**src/hw/rtl/psu_pkg.sv**
```systemverilog
package psu_pkg;

    // Fixed widths of the configuration registers
    localparam int GRID_W     = 10;
    localparam int LIMIT_W    = 31;
    localparam int CFG_IDX_W  = 2;
    localparam int CFG_DATA_W = 31;

    // Configuration register indexes
    localparam logic [CFG_IDX_W-1:0] CFG_GRID_LINES = 2'd0;
    localparam logic [CFG_IDX_W-1:0] CFG_METHOD     = 2'd1;
    localparam logic [CFG_IDX_W-1:0] CFG_PRECISION  = 2'd2;

    // Reset values of the configuration registers
    localparam logic [GRID_W-1:0]  GRID_LINES_RST = 10'd8;
    localparam logic               METHOD_RST     = 1'b0;
    localparam logic [LIMIT_W-1:0] PRECISION_RST  = 31'd1074;

    // Relaxation method codes
    localparam logic METHOD_JACOBI = 1'b0;
    localparam logic METHOD_GAUSS  = 1'b1;

    // Per-item control that follows an accepted beat through the datapath
    typedef struct packed {
        logic produce;     // beat completes an interior cell
        logic is_last;     // final interior cell of the sweep
        logic new_up;      // take upper neighbor from the fresh line
        logic new_left;    // take left neighbor from the fresh value
        logic clear_peak;  // first position of a sweep
    } item_flags_t;

endpackage

```
**src/hw/rtl/psu_relax.sv**
```systemverilog
module psu_relax #(
    parameter int VALUE_WIDTH = 32
) (
    input  logic                          clk,
    input  logic                          rst_n,
    input  logic                          fire,
    input  psu_pkg::item_flags_t          flags,
    input  logic [VALUE_WIDTH-1:0]        below,
    input  logic [VALUE_WIDTH-1:0]        centre,
    input  logic [VALUE_WIDTH-1:0]        right,
    input  logic [VALUE_WIDTH-1:0]        up_old,
    input  logic [VALUE_WIDTH-1:0]        up_new,
    input  logic [VALUE_WIDTH-1:0]        left_old,
    input  logic [VALUE_WIDTH-1:0]        forcing,
    input  logic [psu_pkg::LIMIT_W-1:0]   precision_limit,
    output logic [VALUE_WIDTH-1:0]        new_value,
    output logic [VALUE_WIDTH-2:0]        max_residuum,
    output logic                          converged
);

    localparam int W  = VALUE_WIDTH;
    localparam int LW = (W - 1 > psu_pkg::LIMIT_W) ? W - 1 : psu_pkg::LIMIT_W;
    localparam logic [W-1:0] VAL_MAX = {1'b0, {(W-1){1'b1}}};
    localparam logic [W-1:0] VAL_MIN = {1'b1, {(W-1){1'b0}}};

    logic [W-1:0]   left_new_reg;
    logic [W-2:0]   peak_reg, peak_next;
    logic [W-1:0]   up;
    logic [W-1:0]   left;
    logic [W+1:0]   sum_w;
    logic [W-1:0]   quarter;
    logic [W:0]     star_w;
    logic [W-1:0]   star;
    logic [W:0]     diff_w;
    logic [W:0]     mag;
    logic [W-2:0]   mag_sat;
    logic [W-2:0]   peak_base;

    // Neighbor selection: fresh values in Gauss-Seidel mode
    assign up   = flags.new_up ? up_new : up_old;
    assign left = flags.new_left ? left_new_reg : left_old;

    // Quarter of the exact neighbor sum (floor), plus forcing, saturated
    always_comb
    begin
        sum_w   = {{2{up[W-1]}}, up} + {{2{left[W-1]}}, left}
                  + {{2{right[W-1]}}, right} + {{2{below[W-1]}}, below};
        quarter = sum_w[W+1:2];
        star_w  = {quarter[W-1], quarter} + {forcing[W-1], forcing};
        if (star_w[W] != star_w[W-1])
        begin
            star = star_w[W] ? VAL_MIN : VAL_MAX;
        end
        else
        begin
            star = star_w[W-1:0];
        end
    end

    // Absolute change against the old center, saturated, and running peak
    always_comb
    begin
        diff_w = {centre[W-1], centre} - {star[W-1], star};
        mag    = diff_w[W] ? (~diff_w + {{W{1'b0}}, 1'b1}) : diff_w;
        if (mag[W:W-1] != 2'b00)
        begin
            mag_sat = '1;
        end
        else
        begin
            mag_sat = mag[W-2:0];
        end
        peak_base = flags.clear_peak ? '0 : peak_reg;
        if (flags.produce && (mag_sat > peak_base))
        begin
            peak_next = mag_sat;
        end
        else
        begin
            peak_next = peak_base;
        end
    end

    assign new_value    = star;
    assign max_residuum = peak_next;
    assign converged    = flags.is_last && (LW'(peak_next) < LW'(precision_limit));

    always_ff @(posedge clk or negedge rst_n)
    begin
        if (!rst_n)
        begin
            left_new_reg <= '0;
            peak_reg     <= '0;
        end
        else if (fire)
        begin
            peak_reg <= peak_next;
            if (flags.produce)
            begin
                left_new_reg <= star;
            end
        end
    end

endmodule
```
**config.mk**
```make
export PLATFORM = sky130hd
export DESIGN_NAME = psu_relax
export DESIGN_NICKNAME = d
export VERILOG_FILES = /design/src/hw/rtl/psu_pkg.sv /design/src/hw/rtl/psu_relax.sv
export SDC_FILE = /design/constraint.sdc
export NUM_CORES = 1
export LEC_CHECK = 0
export ABC_AREA = 0
export BUFFER_PORTS_ARGS = -buffer_cell sky130_fd_sc_hd__buf_2
export CAP_MARGIN = 0
export CORE_UTILIZATION = 35
export DETAILED_ROUTE_END_ITERATION = 6
export GPL_ROUTABILITY_DRIVEN = 0
export PLACE_DENSITY_LB_ADDON = 0.15
export SLEW_MARGIN = 20
export SYNTH_ARGS = -nofsm -noshare
export SYNTH_HDL_FRONTEND = slang
export SYNTH_SLANG_ARGS = --single-unit
```
**constraint.sdc**
```tcl
create_clock -name clk -period 35.4 [get_ports clk]
set_input_delay 1.77 -clock clk [delete_from_list [all_inputs] [get_ports clk]]
set_output_delay 1.77 -clock clk [all_outputs]
set_load 0.005 [all_outputs]
```
# Word level (Yosys, flattened, before mapping)
# Cells that the tools add are included.
# W data, S select, Z words.
dict set report word_totals {
  elab_cells 24
  in_bits 263
  regBits 63
}
dict set report op_classes {
  n_addsub 6
  n_bitwise 1
  reduce_logical 4
  mux 8
  eq_ne 1
  magnitude_cmp 2
}
# op count
set ops {}
lappend ops {{$mux W32} 4}
lappend ops {{$mux W31} 3}
lappend ops {{$add A32 B32 Y33} 2}
lappend ops {{$add A33 B32 Y34} 1}
lappend ops {{$add A34 B34 Y34} 1}
lappend ops {{$add A33 B1 Y33 const B} 1}
lappend ops {{$mux W33} 1}
lappend ops {{$not A33 Y33} 1}
lappend ops {{$sub A32 B32 Y33} 1}
lappend ops {{$gt A31 B31 Y1} 1}
lappend ops {{$lt A31 B31 Y1} 1}
lappend ops {{$logic_and A1 B1 Y1} 2}
lappend ops {{$reduce_and A2 Y1} 1}
lappend ops {{$reduce_bool A2 Y1} 1}
lappend ops {{$ne A1 B1 Y1} 1}

# Logic depth before layout (Yosys ltp)
dict set report depth {
  word_depth 18
  mapped_depth 76
  depth_no_buf 70
}

# Worst setup path before layout
# Ideal clock, no wire load.
dict set report synth_path {
  path_kind {input -> output}
  start {input flags[2] (netlist name)}
  end {output converged}
  arrival_ps 15950
  stages 75
  n_path_buf 7
  required_ps 33630
  path_slack_ps 17680
  path_cell_list {clkbuf_1 -> clkbuf_1 -> mux2i_1 -> fa_1 -> fa_1 -> inv_1 -> fa_1 -> a21o_1 -> a21oi_1 -> o21ai_0 -> a31o_2 -> a21oi_1 -> nor2_1 -> nand4_1 -> nand2_1 -> a21o_1 -> a21oi_1 -> xnor2_1 -> [39 not listed] -> nor2_1 -> clkbuf_1 -> clkbuf_1 -> clkbuf_1 -> o21bai_1 -> ha_1 -> a21o_1 -> a21oi_1 -> nor2b_1 -> o21ai_0 -> nand2b_1 -> a21oi_1 -> nor2b_1 -> o21ai_0 -> a21oi_1 -> a211o_1 -> a31o_2 -> a21oi_1}
}
dict set report synth_between {
  elab_chain_len 18
  word_cells_on_any_way 19
}
# element line
set synth_lines {}
lappend synth_lines {{start: declaration} psu_relax.sv:7} ;# input psu_pkg::item_flags_t flags,
lappend synth_lines {{$mux W32 *} psu_relax.sv:40} ;# assign up = flags.new_up ? up_new : up_old;
lappend synth_lines {{$add A32 B32 Y33 *} psu_relax.sv:46} ;# sum_w = {{2{up[W-1]}}, up} + {{2{left[W-1]}}, left}
lappend synth_lines {{$add A33 B32 Y34 *} psu_relax.sv:47} ;# + {{2{right[W-1]}}, right} + {{2{below[W-1]}}, below};
lappend synth_lines {{$add A34 B34 Y34 *} psu_relax.sv:47}
lappend synth_lines {{$add A32 B32 Y33 *} psu_relax.sv:49} ;# star_w = {quarter[W-1], quarter} + {forcing[W-1], forcing};
lappend synth_lines {{$mux W32 / $ne A1 B1 Y1 (equally long branches)} {psu_relax.sv:52, psu_relax.sv:50}}
lappend synth_lines {{$mux W32 *} psu_relax.sv:50} ;# if (star_w[W] != star_w[W-1])
lappend synth_lines {{via new_value[7]} psu_relax.sv:16} ;# output logic [VALUE_WIDTH-1:0] new_value,
lappend synth_lines {{[4 not listed]} -}
lappend synth_lines {{$reduce_bool A2 Y1} psu_relax.sv:65} ;# if (mag[W:W-1] != 2'b00)
lappend synth_lines {{$mux W31 *} psu_relax.sv:65}
lappend synth_lines {{$gt A31 B31 Y1} psu_relax.sv:74} ;# if (flags.produce && (mag_sat > peak_base))
lappend synth_lines {{$logic_and A1 B1 Y1} psu_relax.sv:74}
lappend synth_lines {{$mux W31 *} psu_relax.sv:74}
lappend synth_lines {{via max_residuum[8]} psu_relax.sv:17} ;# output logic [VALUE_WIDTH-2:0] max_residuum,
lappend synth_lines {{$lt A31 B31 Y1 *} psu_relax.sv:86} ;# assign converged = flags.is_last && (LW'(peak_next) < LW'(precision_limit));
lappend synth_lines {{$logic_and A1 B1 Y1 *} psu_relax.sv:86}
lappend synth_lines {{end: declaration} psu_relax.sv:18} ;# output logic converged
# Mark *: on every way through the listed nets, which the timed path passes. The rest lies on a longest branch.

# Final worst setup path
dict set report layout_path {
  start {input flags[2] (netlist name)}
  end {output converged}
}
dict set report layout_between {
  elab_chain_len 18
  word_cells_on_any_way 19
}
# element line
set layout_lines {}
lappend layout_lines {{$mux W32 *} psu_relax.sv:40}
lappend layout_lines {{$add A32 B32 Y33 *} psu_relax.sv:46}
lappend layout_lines {{$add A33 B32 Y34 *} psu_relax.sv:47}
lappend layout_lines {{$add A34 B34 Y34 *} psu_relax.sv:47}
lappend layout_lines {{$add A32 B32 Y33 *} psu_relax.sv:49}
lappend layout_lines {{$mux W32 / $ne A1 B1 Y1 (equally long branches)} {psu_relax.sv:52, psu_relax.sv:50}}
lappend layout_lines {{$mux W32 *} psu_relax.sv:50}
lappend layout_lines {{$sub A32 B32 Y33 *} psu_relax.sv:63} ;# diff_w = {centre[W-1], centre} - {star[W-1], star};
lappend layout_lines {{[2 not listed]} -}
lappend layout_lines {{$mux W33 *} psu_relax.sv:64} ;# mag = diff_w[W] ? (~diff_w + {{W{1'b0}}, 1'b1}) : diff_w;
lappend layout_lines {{$reduce_bool A2 Y1} psu_relax.sv:65}
lappend layout_lines {{$mux W31 *} psu_relax.sv:65}
lappend layout_lines {{$gt A31 B31 Y1} psu_relax.sv:74}
lappend layout_lines {{$logic_and A1 B1 Y1} psu_relax.sv:74}
lappend layout_lines {{$mux W31 *} psu_relax.sv:74}
lappend layout_lines {{$lt A31 B31 Y1 *} psu_relax.sv:86}
lappend layout_lines {{$logic_and A1 B1 Y1 *} psu_relax.sv:86}
# Mark *: on every way between the ends. The rest lies on a longest branch, timed or not.

==> flow_summary.yaml <==
global_routing:
  grt_max_degree: 64
  grt_first_pass_wirelength_microns: 65100
  grt_usage: 0.217
  grt_antenna_before_repair: 0
  gr-total-overflow: 0
  grt_pass1_vias: 12300
placement:
  place.detailed.hpwl_microns: 34500
  io_buffers: 326
  placed_cells: 2359
final_layout:
  final_cell_mix: "buf_2 (326), inv_1 (179), ha_1 (161)"
  fillCellCount: 3744
  nets: 2393
  post-route-util: 0.418
  final_common_cell: "buf_2"
  drive_gt1_frac: 0.213
  area_delta_synth_final_pct: 17.7
  layout.cells.non_filler: 2379
  largest_register_ffs: 32
routing:
  drcViolationCount: 0
  ant_nets: 0
  dr.first_iter.drc_count: 708
  first_pass_iters: 7
  vias: 12500
  via_per_inst: 5.26
  drt_wl_total_microns: 41300
  wl_per_cell_microns: 17.4
timing:
  worst_pin_slew_ns: 1.07
  period_needed_ns: 20.48
  grt_setup_unrepaired: "false"
  drv_slew: 0
  hold_viol: 0
  timing.fmax_mhz: 48.8
  holdWs_ns: 0.484
  slew-limit-headroom: 0.287
  setup_viol: 0
  tns_ns: 0
  clock_skew_ns: 0.0141
  fin_crit_sh: 0.579
yosys:
  synth_edf_count: 0
  syn-num-nets: 2114
  ys_seq_area_frac: 0.121
  ys_seq_elements: 63
  synth-warning-count: 0
  synth_cells: 1623
  syn_area_per_cell_sq_um: 8.01
  ys.flop_type: "dfrtp_1"
  synth_cell_types: 83
  netlist_area_sq_um: 13000
  synthArstFlopShare: 1.00
cts:
  cts_buffers: 9
  clockBufferDepth: 2
  cts-root-buf: "clkbuf_16"
  cts_hold_repair.buffers: 0
  clock_latency_ns: 0.35
  cts.clk_slew.worst_paths_ns: 0.07
  cts.sinks: 63
  cts_tree: "built"
  post-cts-setup-buffers: 0
  post_cts_resized: 0
  h-tree-depth: 3
worst_setup_path:
  required_ns: 33.63
  path_max_fanout: 55
  cpPeakStageDelay_ns: 0.70
  arrival_ns: 18.71
  reg2reg_depth: 58
  cp-start-kind: "primary input"
  crit_type: "primary input to primary output"
  cp_slowest_cell: "inv_1"
  end_kind: "primary output"
min_path:
  min_path_cells: 2
  hp-class: "flop to flop"
floorplan:
  start_util: 0.355
  coreArea_sq_um: 36600
  die_w_microns: 195
  dieArea_sq_um: 37900
  io_pins: 327
  core.rowCount: 70
  die_h_microns: 195
run_status:
  status: "finished clean"
flow_run:
  cap_violations: 0
[worst max-delay path, delay by kind of cell]
family                     cells  cell delay [ns]
muxes                          1             0.27
adders and majority gates      8             3.12
and+or+nand+nor               20             4.36
AOI/OAI and AO/OA             30             6.11
xor gates and xnor gates       2             0.36
buffers and inverters          8             2.62
[synthesized netlist by cell type, types with 25 or more instances]
master      n  area (sq um)
nor2b_1    27           169
nor3_1     28           140
o21bai_1   31           233
nor2_1     72           270
a21oi_1   127           636
a22o_1     31           272
inv_1     179           672
clkbuf_1   50           188
nand2b_1   54           338
a21o_1     62           465
o21ai_0    86           430
nand2_1   126           473
fa_1       67          1340
ha_1      161          2010
nand4_1    25           156
mux2i_1    49           490
xor2_1     44           385
xnor2_1    56           490
dfrtp_1    63          1580
[final timing paths]
check                                        startpoint                            to  slack (ns)
min reg2reg                left_new_reg[25]$_DFFE_PN0P_  left_new_reg[25]$_DFFE_PN0P_        0.48
max                                            flags[2]                     converged       14.92
max in group asynchronous                         rst_n  left_new_reg[11]$_DFFE_PN0P_       33.10
min                        left_new_reg[25]$_DFFE_PN0P_  left_new_reg[25]$_DFFE_PN0P_        0.48
max reg2reg                 left_new_reg[2]$_DFFE_PN0P_       peak_reg[9]$_DFFE_PN0P_       20.68
min in group asynchronous                         rst_n      peak_reg[25]$_DFFE_PN0P_        1.66
[metrics by stage]
stage          cell area (sq um)  worst slack, ns
3_5_place_dp               15000            15.08
4_1_cts                    15300            14.98
6_report                   15300            14.92
5_1_grt                    15300            13.44
2_1_floorplan              13000            17.68
3_3_place_gp               15000            15.34
[metal layers]
layer  part of all wire  global-route usage  up-vias
met5                  0                   0        -
met4              0.019              0.0550        0
met3              0.048              0.0205       43
met2               0.46               0.367      373
met1               0.47               0.294     5785
li1                   -                   -     6312
[layout make-up]
class / count / area, sq um / share of cell area
antenna: 4 / 10.0 / 0.000654
clock buffer: 11 / 243 / 0.0159
clock inverter: 5 / 33.8 / 0.00221
inverter: 179 / 672 / 0.0439
multi-input combinational: 1316 / 10500 / 0.686
sequential: 63 / 1580 / 0.103
tap: 468 / 586 / 0.0383
timing repair buffer: 333 / 1680 / 0.110
[kinds of logic after synthesis]
family | count (synthesis) | share of synthesized area
AO/OA/AOI/OAI | 502 | 0.262
XOR/XNOR | 100 | 0.0674
adder cells (fa/ha/maj) | 228 | 0.258
buffers and inverters | 244 | 0.0724
flip-flops | 63 | 0.121
multiplexers | 71 | 0.0568
AND/OR/NAND/NOR | 415 | 0.162
Power is not shown: default switching activity piles up to over one toggle a cycle in this logic, so the estimate is an artifact.
