File: src/hw/rtl/psu_pkg.sv
package psu_pkg;

    // Fixed widths of the configuration registers
    localparam int GRID_W     = 10;
    localparam int LIMIT_W    = 31;
    localparam int CFG_IDX_W  = 2;
    localparam int CFG_DATA_W = 31;

    // Configuration register indexes
    localparam logic [CFG_IDX_W-1:0] CFG_GRID_LINES = 2'd0;
    localparam logic [CFG_IDX_W-1:0] CFG_METHOD     = 2'd1;
    localparam logic [CFG_IDX_W-1:0] CFG_PRECISION  = 2'd2;

    // Reset values of the configuration registers
    localparam logic [GRID_W-1:0]  GRID_LINES_RST = 10'd8;
    localparam logic               METHOD_RST     = 1'b0;
    localparam logic [LIMIT_W-1:0] PRECISION_RST  = 31'd1074;

    // Relaxation method codes
    localparam logic METHOD_JACOBI = 1'b0;
    localparam logic METHOD_GAUSS  = 1'b1;

    // Per-item control that follows an accepted beat through the datapath
    typedef struct packed {
        logic produce;     // beat completes an interior cell
        logic is_last;     // final interior cell of the sweep
        logic new_up;      // take upper neighbor from the fresh line
        logic new_left;    // take left neighbor from the fresh value
        logic clear_peak;  // first position of a sweep
    } item_flags_t;

endpackage

File: src/hw/rtl/psu_seq.sv
module psu_seq #(
    parameter int MAX_LINE = 1024,
    localparam int PW = $clog2(MAX_LINE)
) (
    input  logic                         clk,
    input  logic                         rst_n,
    input  logic [psu_pkg::GRID_W-1:0]   grid_lines,
    input  logic                         method,
    input  logic                         advance,
    output logic [PW-1:0]                col,
    output logic [PW-1:0]                rd_col,
    output logic [PW-1:0]                rd_col_right,
    output psu_pkg::item_flags_t         flags
);

    localparam int CW = (PW > psu_pkg::GRID_W) ? PW : psu_pkg::GRID_W;
    localparam logic [CW-1:0] N_CAP = CW'(MAX_LINE - 1);

    logic [PW-1:0] row_reg, row_next;
    logic [PW-1:0] col_reg, col_next;
    logic [CW-1:0] n_wide;
    logic [PW-1:0] n;
    logic [PW-1:0] r;
    logic [PW-1:0] c;

    // Grid size limited to the line buffer depth
    always_comb
    begin
        n_wide = CW'(grid_lines);
        if (n_wide > N_CAP)
        begin
            n = PW'(N_CAP);
        end
        else
        begin
            n = PW'(n_wide);
        end
    end

    // A position beyond a shrunken grid restarts the sweep
    always_comb
    begin
        if ((row_reg > n) || (col_reg > n))
        begin
            r = '0;
            c = '0;
        end
        else
        begin
            r = row_reg;
            c = col_reg;
        end
    end

    // Raster advance with wrap at the grid edge
    always_comb
    begin
        row_next = r;
        col_next = c + PW'(1);
        if (c >= n)
        begin
            col_next = '0;
            if (r >= n)
            begin
                row_next = '0;
            end
            else
            begin
                row_next = r + PW'(1);
            end
        end
    end

    // Classification of the current position
    always_comb
    begin
        flags.produce    = (n >= PW'(2)) && (r >= PW'(2)) && (c >= PW'(1))
                           && (c <= n - PW'(1));
        flags.is_last    = flags.produce && (r == n) && (c == n - PW'(1));
        flags.new_up     = (method == psu_pkg::METHOD_GAUSS) && (r > PW'(2));
        flags.new_left   = (method == psu_pkg::METHOD_GAUSS) && (c > PW'(1));
        flags.clear_peak = (r == '0) && (c == '0);
    end

    // Line buffers are read for the position of the next beat to arrive
    assign col          = c;
    assign rd_col       = advance ? col_next : c;
    assign rd_col_right = rd_col + PW'(1);

    always_ff @(posedge clk or negedge rst_n)
    begin
        if (!rst_n)
        begin
            row_reg <= '0;
            col_reg <= '0;
        end
        else if (advance)
        begin
            row_reg <= row_next;
            col_reg <= col_next;
        end
    end

endmodule

File: config.mk
export PLATFORM = sky130hd
export DESIGN_NAME = psu_seq
export DESIGN_NICKNAME = d
export VERILOG_FILES = /design/src/hw/rtl/psu_pkg.sv /design/src/hw/rtl/psu_seq.sv
export SDC_FILE = /design/constraint.sdc
export NUM_CORES = 1
export LEC_CHECK = 0
export BUFFER_PORTS_ARGS = -buffer_cell sky130_fd_sc_hd__buf_2
export CORE_ASPECT_RATIO = 0.9
export CORE_MARGIN = 2
export CORE_UTILIZATION = 32
export CTS_BUF_LIST = sky130_fd_sc_hd__clkbuf_16
export DETAILED_ROUTE_END_ITERATION = 6
export GPL_TIMING_DRIVEN = 0
export PLACE_DENSITY_LB_ADDON = 0.2
export SETUP_SLACK_MARGIN = 0.3
export SLEW_MARGIN = 5
export SYNTH_ARGS = -nofsm -noshare
export SYNTH_HDL_FRONTEND = slang
export SYNTH_SLANG_ARGS = --single-unit
export TNS_END_PERCENT = 20
File: constraint.sdc
create_clock -name clk -period 13.3 [get_ports clk]
set_clock_uncertainty 0.2 [all_clocks]
set_input_delay 1.33 -clock clk [delete_from_list [all_inputs] [get_ports clk]]
set_output_delay 1.33 -clock clk [all_outputs]
set_load 0.01 [all_outputs]
-- After elaboration in Yosys (flattened, before gate mapping)
Index checks and enable logic that the tools add are counted.
Widths: inputs -> output; s select.
- logic and storage cells: 37
- flip-flop bits (word level): 20
- output and inout port bits: 35
- magnitude comparators: 11
- $add $sub $neg: 4
- muxes and demuxes: 7
- eq/ne operators: 2
- reductions and logical operators: 11
- operators with widths (operator ; count):
    $mux 10 ; 7
    $add 10x1->10 const B ; 3
    $eq 10x10->1 ; 2
    $ge 10x10->1 ; 2
    $ge 10x2->1 const B ; 2
    $gt 10x10->1 ; 2
    $logic_not 10->1 ; 2
    $ge 10x1->1 const B ; 1
    $gt 10x1->1 const B ; 1
    $gt 10x10->1 const B ; 1
    $gt 10x2->1 const B ; 1
    $le 10x10->1 ; 1
    $sub 10x1->10 const B ; 1
    $logic_and 1x1->1 ; 8
    $logic_or 1x1->1 ; 1

-- Depth between registers and ports, before layout
Gate-level depths: netlist (run 1).
- word-level depth: 11
- gate-level depth with buffers: 22
- depth with buffers taken out: 21

-- Least setup slack after synthesis (run 1)
Ideal clock, no wire load.
- path type: in2out
- from: in grid_lines[3] (netlist bit)
- to: out rd_col_right[8]
- required time: 11.770 ns
- stages on the path: 21
- setup slack: 5.796 ns
- data arrival time: 5.974 ns
- path through: inv_1 > ha_1 > a21o_1 > a21o_1 > a221o_1 > a22oi_2 > clkbuf_1 > clkbuf_1 > and2_1 > ha_1 > a31o_1 > a221oi_1 > o21ai_1 > a2111oi_4 > nand2_1 > a21boi_0 > inv_1 > ha_1 > o211a_1 > nor3b_1 > xnor2_1
- cells in the longest elaborated chain, start to end: 9
- RTL lines (item ; RTL line ; source):
    start: declaration ; psu_seq.sv:7 ; input logic [psu_pkg::GRID_W-1:0] grid_lines,
    $gt 10x10->1 ; psu_seq.sv:30 ; if (n_wide > N_CAP)
    $mux 10 (*) ; psu_seq.sv:30 ;
    $gt 10x10->1 ; psu_seq.sv:43 ; if ((row_reg > n) || (col_reg > n))
    $logic_or 1x1->1 (*) ; psu_seq.sv:43 ;
    $mux 10 (*) ; psu_seq.sv:43 ;
    via col[5] ; psu_seq.sv:10 ; output logic [PW-1:0] col,
    $ge 10x10->1 (*) ; psu_seq.sv:60 ; if (c >= n)
    $mux 10 (*) ; psu_seq.sv:60 ;
    $mux 10 (*) ; psu_seq.sv:87 ; assign rd_col = advance ? col_next : c;
    via rd_col[0] ; psu_seq.sv:11 ; output logic [PW-1:0] rd_col,
    $add 10x1->10 (*) ; psu_seq.sv:88 ; assign rd_col_right = rd_col + PW'(1);
    end: declaration ; psu_seq.sv:12 ; output logic [PW-1:0] rd_col_right,
The timed path passes the listed nets; every way through them passes the cells marked *.

-- Final worst setup path (run 1)
- from: in grid_lines[9] (netlist bit)
- to: out rd_col_right[8]
- cells in the longest elaborated chain, start to end: 9
- RTL lines (item ; RTL line):
    $gt 10x10->1 ; psu_seq.sv:30
    $mux 10 (*) ; psu_seq.sv:30
    $gt 10x10->1 ; psu_seq.sv:43
    $logic_or 1x1->1 ; psu_seq.sv:43
    $mux 10 ; psu_seq.sv:43
    $add 10x1->10 or $ge 10x10->1 (tied branches) ; psu_seq.sv:59, psu_seq.sv:60
    $mux 10 ; psu_seq.sv:60
    $mux 10 (*) ; psu_seq.sv:87
    $add 10x1->10 (*) ; psu_seq.sv:88
Mark *: on every way between the ends. The rest lies on a longest branch, timed or not.

==> results.py, run 1 <==
metrics = {
    "floorplanning": {
        "core_area_mm2": 0.0101,
        "boundaryPins": 49,
        "dieArea_mm2": 0.0111,
        "die_w_um": 111,
        "num_rows": 35,
        "initial_utilization_pct": 32.5,
        "die_y_um": 100,
    },
    "power": {
        "vdd_ir_drop_max_uv": 61.2,
        "p_leak_uw": 0.00193,
        "p_per_area_mw_per_mm2": 119,
    },
    "global_route": {
        "grt-ovfl-total": 0,
        "grt_use_total_pct": 19.3,
        "antenna_found_initial": 0,
        "grt_pass1_vias": 3248,
        "grt_pass1_wl_um": 17200,
        "grt_max_degree": 21,
    },
    "timing": {
        "rsz0062_at_grt": "no",
        "max_freq_ghz": 0.111,
        "finalMaxSlewViolations": 0,
        "finalSetupViolations": 0,
        "min_period_over_period_pct": 67.9,
        "fin_tns_setup_ps": 0,
        "relSlewSlack_pct": 50.5,
        "finalCriticalPeriod_ps": 9030,
        "hold_violations": 0,
        "worst_slew_pin_slew_ps": 743,
    },
    "synth": {
        "synthFlopType": "dfrtp_1",
        "synth_nets": 488,
        "synthDominantCellAreaShare_pct": 22.1,
        "synthTopCellsByCount": "ha_1 (58), inv_1 (37), nand2_1 (37)",
        "async_reset_ff_share_pct": 100,
        "synth_area_mm2": 0.00329,
        "ys_ff_latch": 20,
        "synth_area_leaders": "ha_1 (22%), dfrtp_1 (15%), inv_1 (4.2%), nand2_1 (4.2%), a22o_1 (3.5%)",
        "yosysSeqAreaShare_pct": 15.2,
        "synth.avg_cell_area_um2": 7.90,
        "synth_edf_count": 0,
        "yosysMostFrequentCell": "ha_1",
        "synth_warnings": 0,
        "synth.distinct_cells": 61,
        "synth_top_cell_by_area": "ha_1",
        "syn_inst": 416,
    },
    "run_status": {
        "status": "finished clean",
    },
    "setup_path": {
        "r2r-end": "row_reg[8]$_DFFE_PN0P_",
        "end_kind": "output pin",
        "path_class": "in2out",
        "reg2reg_from": "row_reg[3]$_DFFE_PN0P_",
        "crit_arrival_ps": 7500,
        "r2r_setup_slack_ps": 7190,
        "start_kind": "input pin",
        "cp.required_ps": 11770,
        "reg2reg_depth": 17,
        "critPathMaxFanout": 10,
    },
    "placement": {
        "portBuffers": 48,
        "gp_congestion": 0.853,
        "hpwlAfterDp_um": 8580,
    },
    "route": {
        "wl_per_cell_um": 17.7,
        "dr.pass1.iters": 5,
        "ant_nets": 0,
        "drc": 0,
        "vias_per_cell": 5.61,
        "dr_total_vias": 3349,
        "wl_um": 10600,
        "first_iter_violations": 250,
    },
    "cts": {
        "cts_buffer_depth": 2,
        "clkTransAtPathRegs_ps": 60,
        "cts_hold_buf": 0,
        "ctsResizeCount": 0,
        "cts_inserted_buffers": 3,
        "clock_latency_ps": 260,
        "cts_tree": "done",
        "cts_setup_buffers": 0,
        "root_buffer": "clkbuf_16",
        "cts_num_sinks": 20,
        "htree_levels": 1,
    },
    "cells_and_area": {
        "layout-drive-gt1-share_pct": 15.4,
        "multiInputGateArea_mm2": 0.00257,
        "fin_nets": 541,
        "synthToLayoutAreaGrowth_pct": 14.6,
        "final.fill_count": 1078,
        "finish.utilization_pct": 37.2,
        "seq_area_um2": 500,
        "diodes": 0,
    },
    "worst_hold_path": {
        "worstHoldStart": "row_reg[0]$_DFFE_PN0P_",
        "hold_end": "row_reg[0]$_DFFE_PN0P_",
        "whs_path_depth": 1,
        "hold_path_class": "reg2reg",
    },
    "job": {
        "max_cap_viol_count": 0,
    },
}
-- routing by layer --
metal | share of wire (%) | track usage [%] | up-vias
li1 | - | - | 1638
met1 | 49 | 26.9 | 1587
met2 | 45 | 31.8 | 108
met3 | 4.6 | 1.87 | 16
met4 | 1.7 | 5.77 | 0
met5 | 0 | 0 | -
-- critical path, stage by stage --
cell       delay [ps]
buf_2             100
inv_1             240
ha_1              340
a21oi_1           190
o211ai_1          200
a221o_1           340
a22oi_2           330
clkbuf_1          510
clkbuf_1          500
and2_1            280
ha_1              270
a31o_1            220
a221oi_1          240
o21ai_1           230
a2111oi_4         710
nand2_1           140
a21boi_0          230
inv_1             160
ha_1              210
o211a_1           200
nor3b_1           240
xnor2_1           140
buf_2             150
-- layout make-up --
type / count / share of cell area [%]
Inverter: 37 / 3.69
Tap cell: 129 / 4.29
Clock inverter: 1 / 0.0997
Clock buffer: 3 / 1.99
Timing Repair Buffer: 48 / 6.38
Buffer: 17 / 1.89
Multi-Input combinational cell: 342 / 68.4
Sequential cell: 20 / 13.3
-- metrics by stage --
stage | hold WS, ps | total power, uW | cells | instance area [um^2] | setup WS, ps
floorplan | 293 | 287 | 416 | 3290 | 5800
global placement | 373 | 375 | 593 | 3690 | 4290
detailed placement | 361 | 377 | 593 | 3690 | 4250
CTS | 380 | 444 | 597 | 3770 | 4240
global route | 402 | 486 | 597 | 3770 | 3780
finish | 377 | 446 | 597 | 3770 | 4270
-- cell families (layout without fill, tap and decap cells) --
kind of cell / count (synthesis) / in the layout / synth area share, %
adders and majority gates: 59 / 59 / 22.4
AOI/OAI and AO/OA: 116 / 116 / 26.4
and+or+nand+nor: 148 / 148 / 24.5
buffers and inverters: 54 / 106 / 6.40
DFF: 20 / 20 / 15.2
xor gates and xnor gates: 19 / 19 / 5.06
-- worst max-delay path by stage --
stage | end | slack, ps | depth (start not counted) | from
CTS | rd_col_right[8] | 4240 | 23 | grid_lines[9]
floorplan | rd_col_right[8] | 5800 | 21 | grid_lines[3]
finish | rd_col_right[8] | 4270 | 23 | grid_lines[9]
detailed placement | rd_col_right[8] | 4250 | 23 | grid_lines[9]
global placement | rd_col_right[8] | 4290 | 23 | grid_lines[9]
global route | rd_col_right[8] | 3780 | 23 | grid_lines[9]
-- power by group --
| group | switching, uW | leakage (uW) | total (uW) | internal, uW |
|---|---|---|---|---|
| Clock | 25.9 | 0.0000385 | 66.1 | 40.2 |
| Combinational | 179 | 0.00163 | 296 | 118 |
| Sequential | 12.0 | 0.000264 | 83.9 | 71.8 |
| Total | 216 | 0.00193 | 446 | 230 |
-- placed cells by master (no fill, tap or decap), types with 13 or more instances in the layout --
master / count
a21o_1: 14
a21oi_1: 17
a22o_1: 13
and2_1: 18
buf_2: 51
dfrtp_1: 20
ha_1: 58
inv_1: 37
nand2_1: 37
nand3_1: 18
nor2_1: 20
o21ai_0: 22
Power figures use the tool's default switching activity.
==> run 2: changes to the inputs <==
--- a/config.mk
+++ b/config.mk
@@ -5,6 +5,7 @@
 export SDC_FILE = /design/constraint.sdc
 export NUM_CORES = 1
 export LEC_CHECK = 0
+export ABC_AREA = 1
 export BUFFER_PORTS_ARGS = -buffer_cell sky130_fd_sc_hd__buf_2
 export CORE_ASPECT_RATIO = 0.9
 export CORE_MARGIN = 2
==> constraint.sdc (replaced) <==
create_clock -name clk -period 8.5 [get_ports clk]
set_clock_uncertainty 0.2 [all_clocks]
set_input_delay 0.85 -clock clk [delete_from_list [all_inputs] [get_ports clk]]
set_output_delay 0.85 -clock clk [all_outputs]
set_load 0.01 [all_outputs]
==> results.py, run 2 <==
metrics = {
    "setup_path": {
        "reg2reg_depth": 24,
        "path_buf_inv": 5,
        "cp.required_ps": 7450,
        "crit_slowest_cell": "ha_1",
        "start_kind": "input pin",
        "cp_slowest_stage_delay_ps": 380,
        "end_kind": "output pin",
        "worst-path-stages": 28,
        "crit_arrival_ps": 5160,
        "path_class": "in2out",
        "critPathMaxFanout": 10,
        "critPathTopFamily": "simple AND/OR/NAND/NOR gates",
        "cp_common_cell": "nand2_1",
    },
    "synth": {
        "synth_warnings": 0,
        "synthDominantCellAreaShare_pct": 21.2,
        "async_reset_ff_share_pct": 100,
        "synth_top_cell_by_area": "ha_1",
        "synthFlopType": "dfrtp_1",
        "yosysSeqAreaShare_pct": 14.6,
        "ys_ff_latch": 20,
        "synth_edf_count": 0,
        "synth_nets": 564,
        "synth_area_mm2": 0.00343,
        "yosysMostFrequentCell": "nand2_1",
        "synth.avg_cell_area_um2": 6.97,
        "synthTopCellsByCount": "nand2_1 (100), inv_1 (79), ha_1 (58)",
        "synth_area_leaders": "ha_1 (21%), dfrtp_1 (15%), nand2_1 (11%), inv_1 (8.6%), nor2_1 (5.0%)",
        "syn_inst": 492,
        "synth.distinct_cells": 45,
    },
    "cells_and_area": {
        "final.fill_count": 1089,
        "layout_commonest_cell": "nand2_1",
        "layout-drive-gt1-share_pct": 19.5,
        "fin_nets": 616,
        "diodes": 0,
        "most-common-layout-cells": "nand2_1 (100), inv_1 (79), ha_1 (58), buf_2 (49), nor2_1 (46)",
        "synthToLayoutAreaGrowth_pct": 14.6,
    },
    "cts": {
        "cts_num_sinks": 20,
        "cts_setup_buffers": 0,
        "cts_hold_buf": 0,
        "clkTransAtPathRegs_ps": 60,
        "cts_inserted_buffers": 3,
        "cts_buffer_depth": 2,
        "clock_latency_ps": 260,
        "htree_levels": 1,
        "ctsResizeCount": 0,
        "cts_tree": "done",
        "root_buffer": "clkbuf_16",
    },
    "global_route": {
        "grt_use_total_pct": 18.8,
        "grt_pass1_wl_um": 17400,
        "grt-ovfl-total": 0,
        "grt_pass1_vias": 3447,
        "antenna_found_initial": 0,
        "grt_max_degree": 21,
    },
    "job": {
        "max_cap_viol_count": 0,
    },
    "floorplanning": {
        "core_area_mm2": 0.0103,
        "boundaryPins": 49,
        "num_rows": 35,
        "dieArea_mm2": 0.0116,
        "die_y_um": 102,
        "initial_utilization_pct": 33.2,
        "die_w_um": 113,
    },
    "route": {
        "dr_total_vias": 3358,
        "first_iter_violations": 253,
        "drc": 4,
        "dr.pass1.iters": 6,
        "wl_per_cell_um": 15.3,
        "vias_per_cell": 5.00,
        "ant_nets": 0,
        "wl_um": 10300,
    },
    "timing": {
        "finalCriticalPeriod_ps": 6210,
        "worst_slew_pin_slew_ps": 783,
        "max_freq_ghz": 0.161,
        "holdWs_ps": 347,
        "min_period_over_period_pct": 73.0,
        "finalMaxSlewViolations": 0,
        "hold_violations": 0,
        "fin_tns_setup_ps": 0,
        "rsz0062_at_grt": "no",
        "finalSetupViolations": 0,
        "relSlewSlack_pct": 47.3,
    },
    "power": {
        "vdd_ir_drop_max_uv": 152,
        "clkPwrFrac_pct": 13.2,
        "p_sw_uw": 542,
        "p_per_area_mw_per_mm2": 256,
        "p_comb_share_pct": 70.7,
        "p_sw_share_pct": 53.8,
        "p_int_uw": 465,
        "p_leak_uw": 0.00217,
        "p_seq_share_pct": 16.1,
    },
    "run_status": {
        "status": "finished with violations",
        "violations": "DRC",
    },
    "placement": {
        "portBuffers": 47,
        "hpwlAfterDp_um": 8450,
        "gp_congestion": 0.883,
    },
    "worst_hold_path": {
        "whs_path_depth": 2,
        "hold_path_class": "reg2reg",
    },
}
==> run 2: logic make-up (layout without fill, tap and decap cells) <==
family	count (synthesis)	after routing	synth area share [%]
AO/OA/AOI/OAI	59	59	10.6
XOR/XNOR	15	15	3.83
adder cells (fa/ha/maj)	58	58	21.2
buffers and inverters	88	139	9.92
flip-flops	20	20	14.6
AND/OR/NAND/NOR	252	252	39.9
==> run 2: per-layer routing <==
metal  vias to the layer above  part of all wire [%]  track usage, %
li1                       1738                     -               -
met5                         -                     0               0
met2                        81                    44            31.0
met4                         0                  0.76            3.28
met1                      1533                    50            27.1
met3                         6                   5.0            1.66
==> run 2: metrics by stage <==
stage	std cells	worst slack, ps	instance area (um^2)	utilization (%)	total power (uW)
after global placement	668	2300	3830	37.0	858
after detailed placement	668	2280	3830	37.0	869
after floorplan	492	3050	3430	-	657
after CTS	672	2260	3930	38.0	1010
after global routing	672	1880	3930	38.0	1110
final	672	2290	3930	38.0	1010
==> run 2: power by group through the flow <==
stage / sequential (uW) / clock (uW) / combinational [uW]
floorplan: 152 / 0 / 506
global placement: 162 / 0 / 696
detailed placement: 162 / 0 / 707
CTS: 160 / 136 / 713
global route: 166 / 139 / 809
finish: 162 / 133 / 712
==> run 2: worst paths after layout <==
| path | startpoint | to | slack [ps] |
|---|---|---|---|
| min in group asynchronous | rst_n | row_reg[5]$_DFFE_PN0P_ | 360 |
| max in group asynchronous | rst_n | row_reg[1]$_DFFE_PN0P_ | 7400 |
| max | grid_lines[5] | rd_col_right[6] | 2290 |
| max reg2reg | col_reg[4]$_DFFE_PN0P_ | row_reg[2]$_DFFE_PN0P_ | 4140 |
| min reg2reg | row_reg[1]$_DFFE_PN0P_ | row_reg[1]$_DFFE_PN0P_ | 350 |
| min | row_reg[1]$_DFFE_PN0P_ | row_reg[1]$_DFFE_PN0P_ | 350 |
==> run 2: layout make-up <==
type,instances,area [um^2],area share [%]
buffer,6,25.0,0.637
clock buffer,3,75.1,1.91
clock inverter,1,30.0,0.764
inverter,82,315,8.02
multi-input combinational,384,2590,65.8
sequential,20,500,12.7
tap,129,161,4.11
timing repair buffer,47,235,5.98
==> run 2: worst reg2reg max path, stage by stage, from the launching register on <==
cell      delay [ps]
dfrtp_1          490
ha_1             330
nand2_1           70
nor2_2           130
nand3_1          100
nand3_2          100
nand2_4          110
nand2_8          140
clkinv_4          90
nand2_1          200
inv_1            150
ha_1             310
inv_1             80
nor2_1            40
nor2_1            90
nor2_1            50
a211oi_1         170
o21ai_0          100
nand2_1           60
a21oi_1           60
nor4_1           600
nand2_1          140
nand2_1          240
o211ai_1         120
o21ai_0           90
==> run 3: changes to the inputs <==
==> constraint.sdc (replaced) <==
create_clock -name clk -period 5.6 [get_ports clk]
set_clock_uncertainty 0.2 [all_clocks]
set_input_delay 0.56 -clock clk [delete_from_list [all_inputs] [get_ports clk]]
set_output_delay 0.56 -clock clk [all_outputs]
set_load 0.01 [all_outputs]
==> results.py, run 3 (synthesized netlist as in run 2, its figures left out) <==
metrics = {
    "cells_and_area": {
        "layout_commonest_cell": "nand2_1",
        "multiInputGateArea_mm2": 0.00267,
        "synthToLayoutAreaGrowth_pct": 21.2,
        "seq_area_um2": 500,
        "fin_nets": 633,
        "diodes": 0,
        "final.fill_count": 1075,
        "most-common-layout-cells": "nand2_1 (99), inv_1 (76), ha_1 (55), buf_2 (47), nor2_1 (41)",
        "final_area_mm2": 0.00416,
        "finish.utilization_pct": 40.2,
        "layout-drive-gt1-share_pct": 24.1,
        "instances_no_fill": 689,
    },
    "placement": {
        "place_worst_setup_slack_ps": -42.1,
        "dp.cells": 668,
        "postPlaceCellArea_mm2": 0.00383,
        "hpwlAfterDp_um": 8450,
        "gp_congestion": 0.883,
        "portBuffers": 47,
    },
    "route": {
        "drc": 4,
        "first_iter_violations": 211,
        "ant_nets": 0,
        "wl_um": 10500,
        "dr.pass1.iters": 6,
        "dr_total_vias": 3428,
        "wl_per_cell_um": 15.2,
        "vias_per_cell": 4.98,
    },
    "timing": {
        "finalSetupViolations": 0,
        "holdWs_ps": 64.5,
        "setup_slack_ps": 602,
        "rsz0062_at_grt": "no",
        "finalCriticalPeriod_ps": 5000,
        "hold_violations": 0,
        "relSlewSlack_pct": 50.4,
        "max_freq_ghz": 0.200,
        "min_period_over_period_pct": 89.2,
        "finalMaxSlewViolations": 0,
        "worst_slew_pin_slew_ps": 738,
    },
    "power": {
        "p_per_area_mw_per_mm2": 388,
        "p_int_uw": 757,
        "p_seq_share_pct": 15.3,
        "clkPwrFrac_pct": 12.6,
        "p_leak_uw": 0.00224,
        "p_sw_share_pct": 53.0,
        "p_comb_share_pct": 72.1,
        "p_sw_uw": 854,
        "vdd_ir_drop_max_uv": 196,
    },
    "global_route": {
        "antenna_found_initial": 0,
        "grt_pass1_wl_um": 17400,
        "busiest_layer": "met2",
        "met3_usage_pct": 1.66,
        "grt-ovfl-total": 0,
        "grt_max_degree": 21,
        "grt_pass1_vias": 3455,
        "grt_use_total_pct": 18.8,
        "use_met1_pct": 27.1,
        "gr-usage-met2_pct": 31.0,
    },
    "setup_path": {
        "reg2reg_from": "col_reg[4]$_DFFE_PN0P_",
        "r2r-end": "row_reg[2]$_DFFE_PN0P_",
        "reg2reg_depth": 24,
        "setup.worst_path.start": "grid_lines[4]",
        "cp_common_cell": "nand2_4",
        "path_class": "in2out",
        "critPathMaxFanout": 10,
        "crit_slowest_cell": "ha_4",
        "cp_slowest_stage_delay_ps": 340,
        "crit_arrival_ps": 4240,
        "r2r_setup_slack_ps": 1260,
        "end_kind": "output pin",
        "cp.required_ps": 4840,
        "start_kind": "input pin",
    },
    "run_status": {
        "status": "finished with violations",
        "violations": "DRC",
    },
    "cts": {
        "root_buffer": "clkbuf_16",
        "htree_levels": 1,
        "cts_tree": "done",
        "cts_num_sinks": 20,
        "cts_buffer_depth": 2,
        "cts_inserted_buffers": 3,
        "clock_latency_ps": 260,
        "cts_hold_buf": 0,
        "clkTransAtPathRegs_ps": 60,
    },
    "floorplanning": {
        "die_w_um": 113,
        "initial_utilization_pct": 33.2,
        "dieArea_mm2": 0.0116,
        "core_area_mm2": 0.0103,
        "num_rows": 35,
        "boundaryPins": 49,
        "die_y_um": 102,
    },
    "worst_hold_path": {
        "hold_path_class": "in2async",
    },
    "job": {
        "max_cap_viol_count": 0,
    },
}
==> run 3: layout make-up <==
| class | count | share of cell area, % |
|---|---|---|
| tap | 129 | 3.88 |
| clock inverter | 1 | 0.723 |
| timing repair buffer | 64 | 8.79 |
| sequential | 20 | 12.0 |
| multi-input combinational | 384 | 64.2 |
| buffer | 6 | 0.753 |
| clock buffer | 3 | 1.81 |
| inverter | 82 | 7.83 |
==> run 3: per-layer routing <==
metal	wire (um)	vias to the layer above	share of wire (%)
met1	5270	1568	50
met3	427	4	4.1
met5	0	-	0
met2	4690	83	45
li1	-	1773	-
met4	59	0	0.56
==> run 3: worst max-delay path, delay by kind of cell <==
kind / cells / cell delay, ps
AOI/OAI and AO/OA: 2 / 270
xor gates and xnor gates: 1 / 150
adders and majority gates: 3 / 840
buffers and inverters: 5 / 770
and+or+nand+nor: 15 / 1630
==> run 3: per-stage QoR <==
stage,setup TNS [ps],power [uW]
5_1_grt,0,1780
2_1_floorplan,0,998
6_report,0,1610
3_5_place_dp,-71.4,1320
4_1_cts,0,1550
3_3_place_gp,-16.2,1300
==> run 3: worst max-delay path by stage <==
stage	cells past startpoint	endpoint	slack [ps]
2_1_floorplan	24	rd_col_right[6]	730
3_5_place_dp	28	rd_col_right[6]	-40
6_report	26	rd_col_right[6]	600
3_3_place_gp	28	rd_col_right[6]	-20
4_1_cts	26	rd_col_right[6]	350
5_1_grt	30	rd_col_right[8]	270
==> run 3: power by group through the flow <==
stage / Clock (uW) / Sequential, uW / Combinational (uW)
after global routing: 211 / 253 / 1320
after CTS: 207 / 244 / 1100
final: 203 / 247 / 1160
after floorplan: 0 / 230 / 767
after global placement: 0 / 246 / 1060
after detailed placement: 0 / 246 / 1070
==> run 3: timing repair <==
action | CTS | global route
gates resized for setup | 9 | 15
buffers inserted | 1 | 16
hold endpoints to repair | 0 | 0
setup endpoints to repair | 6 | 7
pin swaps | 1 | 10
